### config.mk
export PLATFORM = sky130hd
export DESIGN_NAME = ascii_to_parity_tape_encoder
export DESIGN_NICKNAME = d
export VERILOG_FILES = /design/src/hdl/atpe_pkg.sv /design/src/hdl/atpe_match.sv /design/src/hdl/atpe_emit.sv /design/src/hdl/ascii_to_parity_tape_encoder.sv
export VERILOG_INCLUDE_DIRS = /design/src /design/src/hdl
export SDC_FILE = /design/constraint.sdc
export NUM_CORES = 1
export LEC_CHECK = 0
export CAP_MARGIN = 40
export CORE_AREA = 10 10 89 91
export CTS_BUF_LIST = sky130_fd_sc_hd__clkbuf_8
export CTS_CLUSTER_DIAMETER = 50
export DETAILED_ROUTE_END_ITERATION = 8
export DIE_AREA = 0 0 99 101
export DONT_BUFFER_PORTS = 1
export HOLD_SLACK_MARGIN = 0.03
export PLACE_DENSITY = 0.58
export SYNTH_ARGS = -nofsm -noshare
export SYNTH_HDL_FRONTEND = slang
export SYNTH_SLANG_ARGS = --single-unit
### constraint.sdc
create_clock -name clk -period 8 [get_ports clk]
set_input_delay 0.4 -clock clk [delete_from_list [all_inputs] [get_ports clk]]
set_output_delay 0.4 -clock clk [all_outputs]
set_load 0.005 [all_outputs]
### src/hdl/ascii_to_parity_tape_encoder_defines.svh
// Assertion macros shared by the tape encoder modules.
`ifndef ASCII_TO_PARITY_TAPE_ENCODER_DEFINES_SVH
`define ASCII_TO_PARITY_TAPE_ENCODER_DEFINES_SVH

// Checked only out of reset.
`define ATPE_ASSERT(label, prop, msg) \
    label: assert property (@(posedge clk) disable iff (!rst_n) prop) else $error(msg);

// Checked on every edge, reset included.
`define ATPE_ASSERT_ALWAYS(label, prop, msg) \
    label: assert property (@(posedge clk) prop) else $error(msg);

`endif

### src/hdl/atpe_pkg.sv
// Types, constants and helper functions of the parity tape encoder.
package atpe_pkg;

    localparam int MARK_LEN = 10;
    localparam int CNT_W    = 4;

    typedef logic [CNT_W-1:0] count_t;
    typedef logic [7:0]       code_t;

    localparam code_t  STOP_CODE = 8'd20;
    localparam code_t  ASCII_MAX = 8'd127;
    localparam count_t LAST_IDX  = count_t'(MARK_LEN - 1);
    localparam count_t CNT_ZERO  = count_t'(0);
    localparam count_t CNT_ONE   = count_t'(1);

    // Halt marker "<! HALT !>"
    function automatic code_t marker_char(input count_t idx);
        code_t c;
        begin
            case (idx)
                4'd0:    c = 8'h3C;
                4'd1:    c = 8'h21;
                4'd2:    c = 8'h20;
                4'd3:    c = 8'h48;
                4'd4:    c = 8'h41;
                4'd5:    c = 8'h4C;
                4'd6:    c = 8'h54;
                4'd7:    c = 8'h20;
                4'd8:    c = 8'h21;
                4'd9:    c = 8'h3E;
                default: c = 8'h00;
            endcase
            return c;
        end
    endfunction

    function automatic code_t even_parity(input code_t c);
        return {^c[6:0], c[6:0]};
    endfunction

    typedef struct packed {
        logic flush_busy;
        logic out_free;
    } emit_stat_t;

    typedef struct packed {
        logic   load;
        logic   last;
        code_t  code;
        count_t flush_len;
        code_t  flush_char;
    } emit_cmd_t;

endpackage

### src/hdl/atpe_match.sv
// Input register and halt-marker match tracking.
`include "ascii_to_parity_tape_encoder_defines.svh"

module atpe_match
    import atpe_pkg::*;
(
    input  logic       clk,
    input  logic       rst_n,
    input  logic       in_valid,
    output logic       in_ready,
    input  code_t      char_code,
    input  emit_stat_t stat,
    output emit_cmd_t  cmd
);

    logic   in_valid_reg, in_valid_next;
    code_t  char_reg;
    count_t match_count_reg, match_count_next;
    count_t cnt;
    logic   is_ascii, hit, emits, consume;

    always_comb
    begin
        cnt      = (match_count_reg > LAST_IDX) ? LAST_IDX : match_count_reg;
        is_ascii = (char_reg <= ASCII_MAX);
        hit      = (char_reg == marker_char(cnt));
        emits    = is_ascii && (!hit || (cnt == LAST_IDX));
        consume  = in_valid_reg && !stat.flush_busy && (stat.out_free || !emits);
        in_ready = !in_valid_reg || consume;

        cmd.load       = consume && emits;
        cmd.flush_char = char_reg;
        if (hit)
        begin
            cmd.code      = STOP_CODE;
            cmd.last      = 1'b1;
            cmd.flush_len = CNT_ZERO;
        end
        else if (cnt == CNT_ZERO)
        begin
            cmd.code      = even_parity(char_reg);
            cmd.last      = 1'b1;
            cmd.flush_len = CNT_ZERO;
        end
        else
        begin
            cmd.code      = even_parity(marker_char(CNT_ZERO));
            cmd.last      = 1'b0;
            cmd.flush_len = cnt;
        end

        match_count_next = match_count_reg;
        if (consume && is_ascii)
            match_count_next = (hit && (cnt != LAST_IDX)) ? cnt + CNT_ONE : CNT_ZERO;

        in_valid_next = in_valid_reg;
        if (in_valid && in_ready)
            in_valid_next = 1'b1;
        else if (consume)
            in_valid_next = 1'b0;
    end

    always_ff @(posedge clk or negedge rst_n)
    begin
        if (!rst_n)
        begin
            in_valid_reg    <= 1'b0;
            match_count_reg <= CNT_ZERO;
        end
        else
        begin
            in_valid_reg    <= in_valid_next;
            match_count_reg <= match_count_next;
        end
    end

    always_ff @(posedge clk)
    begin
        if (in_valid && in_ready)
            char_reg <= char_code;
    end

    `ATPE_ASSERT(a_count_range, match_count_reg <= LAST_IDX, "match count out of range")
    `ATPE_ASSERT(a_consume_valid, consume |-> in_valid_reg, "item consumed from empty register")
    `ATPE_ASSERT(a_no_load_in_flush, stat.flush_busy |-> !cmd.load, "result loaded during flush")

endmodule

### src/hdl/atpe_emit.sv
// Mismatch flush sequencer and result register.
`include "ascii_to_parity_tape_encoder_defines.svh"

module atpe_emit
    import atpe_pkg::*;
(
    input  logic       clk,
    input  logic       rst_n,
    input  emit_cmd_t  cmd,
    output emit_stat_t stat,
    output logic       out_valid,
    input  logic       out_ready,
    output code_t      tape_code,
    output logic       last
);

    logic   out_valid_reg, out_valid_next;
    code_t  tape_code_reg, tape_code_next;
    logic   last_reg, last_next;
    logic   flush_active_reg, flush_active_next;
    count_t flush_idx_reg, flush_idx_next;
    count_t flush_len_reg, flush_len_next;
    code_t  flush_char_reg, flush_char_next;
    logic   out_free;

    always_comb
    begin
        out_free        = !out_valid_reg || out_ready;
        stat.out_free   = out_free;
        stat.flush_busy = flush_active_reg;

        out_valid_next    = out_valid_reg;
        tape_code_next    = tape_code_reg;
        last_next         = last_reg;
        flush_active_next = flush_active_reg;
        flush_idx_next    = flush_idx_reg;
        flush_len_next    = flush_len_reg;
        flush_char_next   = flush_char_reg;

        if (out_free)
        begin
            if (flush_active_reg)
            begin
                out_valid_next = 1'b1;
                if (flush_idx_reg < flush_len_reg)
                begin
                    tape_code_next = even_parity(marker_char(flush_idx_reg));
                    last_next      = 1'b0;
                    flush_idx_next = flush_idx_reg + CNT_ONE;
                end
                else
                begin
                    tape_code_next    = even_parity(flush_char_reg);
                    last_next         = 1'b1;
                    flush_active_next = 1'b0;
                end
            end
            else if (cmd.load)
            begin
                out_valid_next    = 1'b1;
                tape_code_next    = cmd.code;
                last_next         = cmd.last;
                flush_active_next = (cmd.flush_len != CNT_ZERO);
                flush_idx_next    = CNT_ONE;
                flush_len_next    = cmd.flush_len;
                flush_char_next   = cmd.flush_char;
            end
            else
            begin
                out_valid_next = 1'b0;
            end
        end
    end

    always_ff @(posedge clk or negedge rst_n)
    begin
        if (!rst_n)
        begin
            out_valid_reg    <= 1'b0;
            flush_active_reg <= 1'b0;
        end
        else
        begin
            out_valid_reg    <= out_valid_next;
            flush_active_reg <= flush_active_next;
        end
    end

    always_ff @(posedge clk)
    begin
        tape_code_reg  <= tape_code_next;
        last_reg       <= last_next;
        flush_idx_reg  <= flush_idx_next;
        flush_len_reg  <= flush_len_next;
        flush_char_reg <= flush_char_next;
    end

    assign out_valid = out_valid_reg;
    assign tape_code = tape_code_reg;
    assign last      = last_reg;

    `ATPE_ASSERT_ALWAYS(a_reset_empty, $rose(rst_n) |-> !out_valid_reg, "result valid at reset exit")
    `ATPE_ASSERT(a_flush_has_out, flush_active_reg |-> out_valid_reg, "flush without result")
    `ATPE_ASSERT(a_flush_idx, flush_active_reg |-> flush_idx_reg <= flush_len_reg, "flush index overrun")
    `ATPE_ASSERT(a_flush_len, flush_active_reg |-> flush_len_reg <= LAST_IDX, "flush too long")
    `ATPE_ASSERT(a_flush_not_last, flush_active_reg |-> !last_reg, "last set before flush end")

endmodule

### src/hdl/ascii_to_parity_tape_encoder.sv
// Top level of the ASCII to even-parity tape encoder.
//
//  channel  | handshake            | payload
//  ---------+----------------------+----------------------
//  input    | in_valid / in_ready  | char_code[7:0]
//  output   | out_valid / out_ready| tape_code[7:0], last
//
// One character per cycle unless stalled; input and result are both registered.
// A mismatch with n marker chars matched yields n+1 results, one per cycle
// unless the output stalls, and frees the input register at the first load.
// Dropped characters and marker matches short of the last need no output slot
// and pass under an output stall, but wait while a flush is running.
// rst_n clears match count, the flush active flag and both valid registers.
module ascii_to_parity_tape_encoder
    import atpe_pkg::*;
(
    input  logic  clk,
    input  logic  rst_n,
    input  logic  in_valid,
    output logic  in_ready,
    input  code_t char_code,
    output logic  out_valid,
    input  logic  out_ready,
    output code_t tape_code,
    output logic  last
);

    emit_stat_t stat;
    emit_cmd_t  cmd;

    atpe_match u_match (
        .clk       (clk),
        .rst_n     (rst_n),
        .in_valid  (in_valid),
        .in_ready  (in_ready),
        .char_code (char_code),
        .stat      (stat),
        .cmd       (cmd)
    );

    atpe_emit u_emit (
        .clk       (clk),
        .rst_n     (rst_n),
        .cmd       (cmd),
        .stat      (stat),
        .out_valid (out_valid),
        .out_ready (out_ready),
        .tape_code (tape_code),
        .last      (last)
    );

endmodule
==> summary.txt <==
Worst setup path
  – WP data required: 8.20 ns
  – Crit end category: flop
  – CP cell instances: o21a_1 -> nor2_1 -> inv_1 -> ha_1 -> or2_2 -> a31oi_1 -> or2b_1 -> a32o_2 -> o21ai_0 -> a21oi_1 -> nor2_1 -> a21o_1 -> ha_1 -> mux2_2 -> a22o_1
  – Setup Crit Path Kind: reg2reg
  – Crit Reg-Reg Startpoint: u_match.match_count_reg[2]$_DFFE_PN0P_
  – Flop2flop setup slack: 3.96 ns
  – Worst Path Arrival: 4.24 ns
  – Critical path fanouts, max: 14
  – Reg2reg path depth: 15
  – CP max-delay cell: dfrtp_1
  – Crit path launch type: flop
  – CP max stage delay: 0.55 ns
  – Critical path origin: u_match.match_count_reg[2]$_DFFE_PN0P_

Yosys
  – Sequential cell area fraction in the yosys report: 46.9%
  – Post-Syn Area: 2720 µm²
  – EDFF count, synth: 32
  – Syn Nets: 278
  – Cells after Synth: 249
  – Synth warn: 0
  – Async S/R FF share, synth: 15.2%
  – Register bit total from synthesis: 46
  – Synth cell types: 64
  – Synth Flop Type: edfxtp_1
  – Syn avg cell area: 10.9 µm²

Drt
  – Final WL: 5320 µm
  – Drt via density: 5.57
  – Starting DRT DRC Count: 79
  – Antenna Violating Nets Remaining: 0
  – Vias: 1823
  – DR pass1 iterations: 4
  – Wire per inst: 16.3 µm
  – DRC: 0

Final layout
  – Layout Nets: 278
  – Fraction of layout cells with a size suffix above 1: 11.2%
  – Area delta synth->final: 5.83%
  – Sequential Area: 1280 µm²
  – Antenna cells: 0
  – Multi-input logic area: 1340 µm²
  – Post-layout util: 46.5%
  – FILL cells: 570
  – Post-Layout Cell Count: 327

Floorplanning
  – Row Count: 29
  – I/O pin cnt: 23
  – Die width: 99 µm
  – Die Ht: 101 µm
  – Initial core utilization: 43.9%
  – Core Area: 6200 µm²
  – Die area: 10000 µm²

Global routing
  – Grt ovf: 0
  – Vias in the first global route: 1820
  – Initial antenna violation count: 0
  – Largest net degree at the start of global routing: 21
  – First-pass GRT wire length: 9020 µm
  – Total Routing Usage GR: 11.1%

Run
  – # Max-Cap Violations: 0

Place
  – DP Wirelength: 4060 µm
  – RePlAce Congestion: 0.898
  – I/O Buffers: 0
  – Cells after DPL: 318

CTS
  – Root Driver: clkbuf_8
  – Clock sinks: 46
  – Worst-Skew Late Latency: 0.30 ns
  – CTS Buffer Depth: 2
  – Clock slew at reported path FFs: 0.09 ns
  – Htree depth: 2
  – Cts repair resizes: 0
  – Num CTS Buffers: 5
  – CTS tree: built

Timing
  – Slew HR: 47.2%
  – Final setup fails: 0
  – Final period utilization: 50.5%
  – Slew @ Worst Pin: 0.790 ns
  – Clock skew: 0.0117 ns
  – Pins Over Slew Limit: 0
  – F_max: 0.248 GHz
  – Final min period: 4.04 ns
  – TNS Setup: 0 ns
  – RSZ-0062 raised after global routing: no
  – Final Hold Vio Count: 0

Power
  – Pwr/cell area: 183 nW/µm²
  – Max VDD drop: 70.1 µV
  – Leak: 1.12 nW

Run status
  – Status: completed

Hold path
  – Min-delay worst type: in2reg
routing by layer:
layer	up-vias	GRT usage, %	routed length, µm
met5	-	0	0
li1	906	-	-
met2	46	17.7	2490
met4	0	3.97	76
met3	7	3.29	265
met1	864	13.7	2490
Yosys cell counts (3+ instances only):
cell | n | area [µm²]
nor2_1 | 14 | 52.6
dfxtp_1 | 7 | 140
o21ai_0 | 10 | 50.1
a22o_1 | 5 | 43.8
nand2b_1 | 5 | 31.3
xor2_1 | 3 | 26.3
nor3_1 | 9 | 45.0
mux2i_1 | 9 | 90.1
nand2_1 | 20 | 75.1
or3_1 | 3 | 18.8
inv_1 | 8 | 30.0
nand3_1 | 5 | 25.0
ha_1 | 17 | 213
dfrtp_1 | 7 | 175
xnor2_1 | 20 | 175
a21oi_1 | 12 | 60.1
a32o_1 | 3 | 30.0
edfxtp_1 | 32 | 961
or2_2 | 3 | 18.8
how the worst min path moves through the flow:
| stage | start | end | slack, ns | cells past startpoint |
|---|---|---|---|---|
| 6_report | char_code[7] | u_match.char_reg[7]$_DFFE_PP_ | 0.19 | 0 |
| 3_3_place_gp | rst_n | u_match.match_count_reg[0]$_DFFE_PN0P_ | 0.10 | 0 |
| 5_1_grt | char_code[2] | u_match.char_reg[2]$_DFFE_PP_ | 0.17 | 0 |
| 2_1_floorplan | rst_n | u_emit.flush_active_reg$_DFFE_PN0N_ | 0.10 | 0 |
| 3_5_place_dp | rst_n | u_match.match_count_reg[1]$_DFFE_PN0P_ | 0.10 | 0 |
| 4_1_cts | char_code[7] | u_match.char_reg[7]$_DFFE_PP_ | 0.18 | 0 |
what timing repair did:
action                    in CTS  in global routing
buffers inserted               0                  0
hold buffers                   1                  0
hold endpoints to repair       7                  0
cell type report:
cell class                      count  area share [%]
Multi-Input combinational cell    183            46.4
Sequential cell                    46            44.3
Tap cell                           77            3.34
Clock buffer                        5            2.39
Clock inverter                      3            1.56
Inverter                           11            1.43
Timing Repair Buffer                2           0.608
cell families (layout without fill, tap and decap cells):
group           Yosys count  in the layout  share of synthesized area, %
mux                      10             10                          3.72
fa+ha+maj                17             17                          7.81
flops                    46             46                          46.9
xor+xnor                 23             23                          7.40
compound gates           55             55                          15.2
buf+inv                  20             21                          4.04
simple gates             78             78                          15.0
stage by stage:
step	hold slack (ns)	setup WS [ns]	power, mW	instance area [µm²]
final	0.186	3.96	0.528	2880
after global routing	0.167	3.53	0.556	2880
after CTS	0.176	3.96	0.535	2880
after detailed placement	0.105	3.98	0.360	2760
after global placement	0.105	4.09	0.359	2750
after floorplan	0.104	4.32	0.345	2720
layout by cell type, fill, tap and decap left out, types with 5 or more instances in the layout:
cell,count
a21oi_1,12
a22o_1,5
clkbuf_8,5
dfrtp_1,7
dfxtp_1,7
edfxtp_1,32
ha_1,17
inv_1,8
mux2i_1,9
nand2_1,20
nand2b_1,5
nand3_1,5
nor2_1,14
nor3_1,9
o21ai_0,10
xnor2_1,20
worst max-delay path, delay by kind of cell (launching register included):
family / cells / cell delay [ns]
and+or+nand+nor: 4 / 0.80
adders and majority gates: 2 / 0.49
AOI/OAI and AO/OA: 7 / 1.67
DFF: 1 / 0.55
buffers and inverters: 1 / 0.14
muxes: 1 / 0.26
report_power, final:
group	internal, mW	switching, mW	leakage [nW]
Sequential	0.271	0.0127	0.450
Clock	0.0929	0.0808	0.0504
Combinational	0.0335	0.0376	0.618
Note: power is estimated with default switching activity, not from simulation.
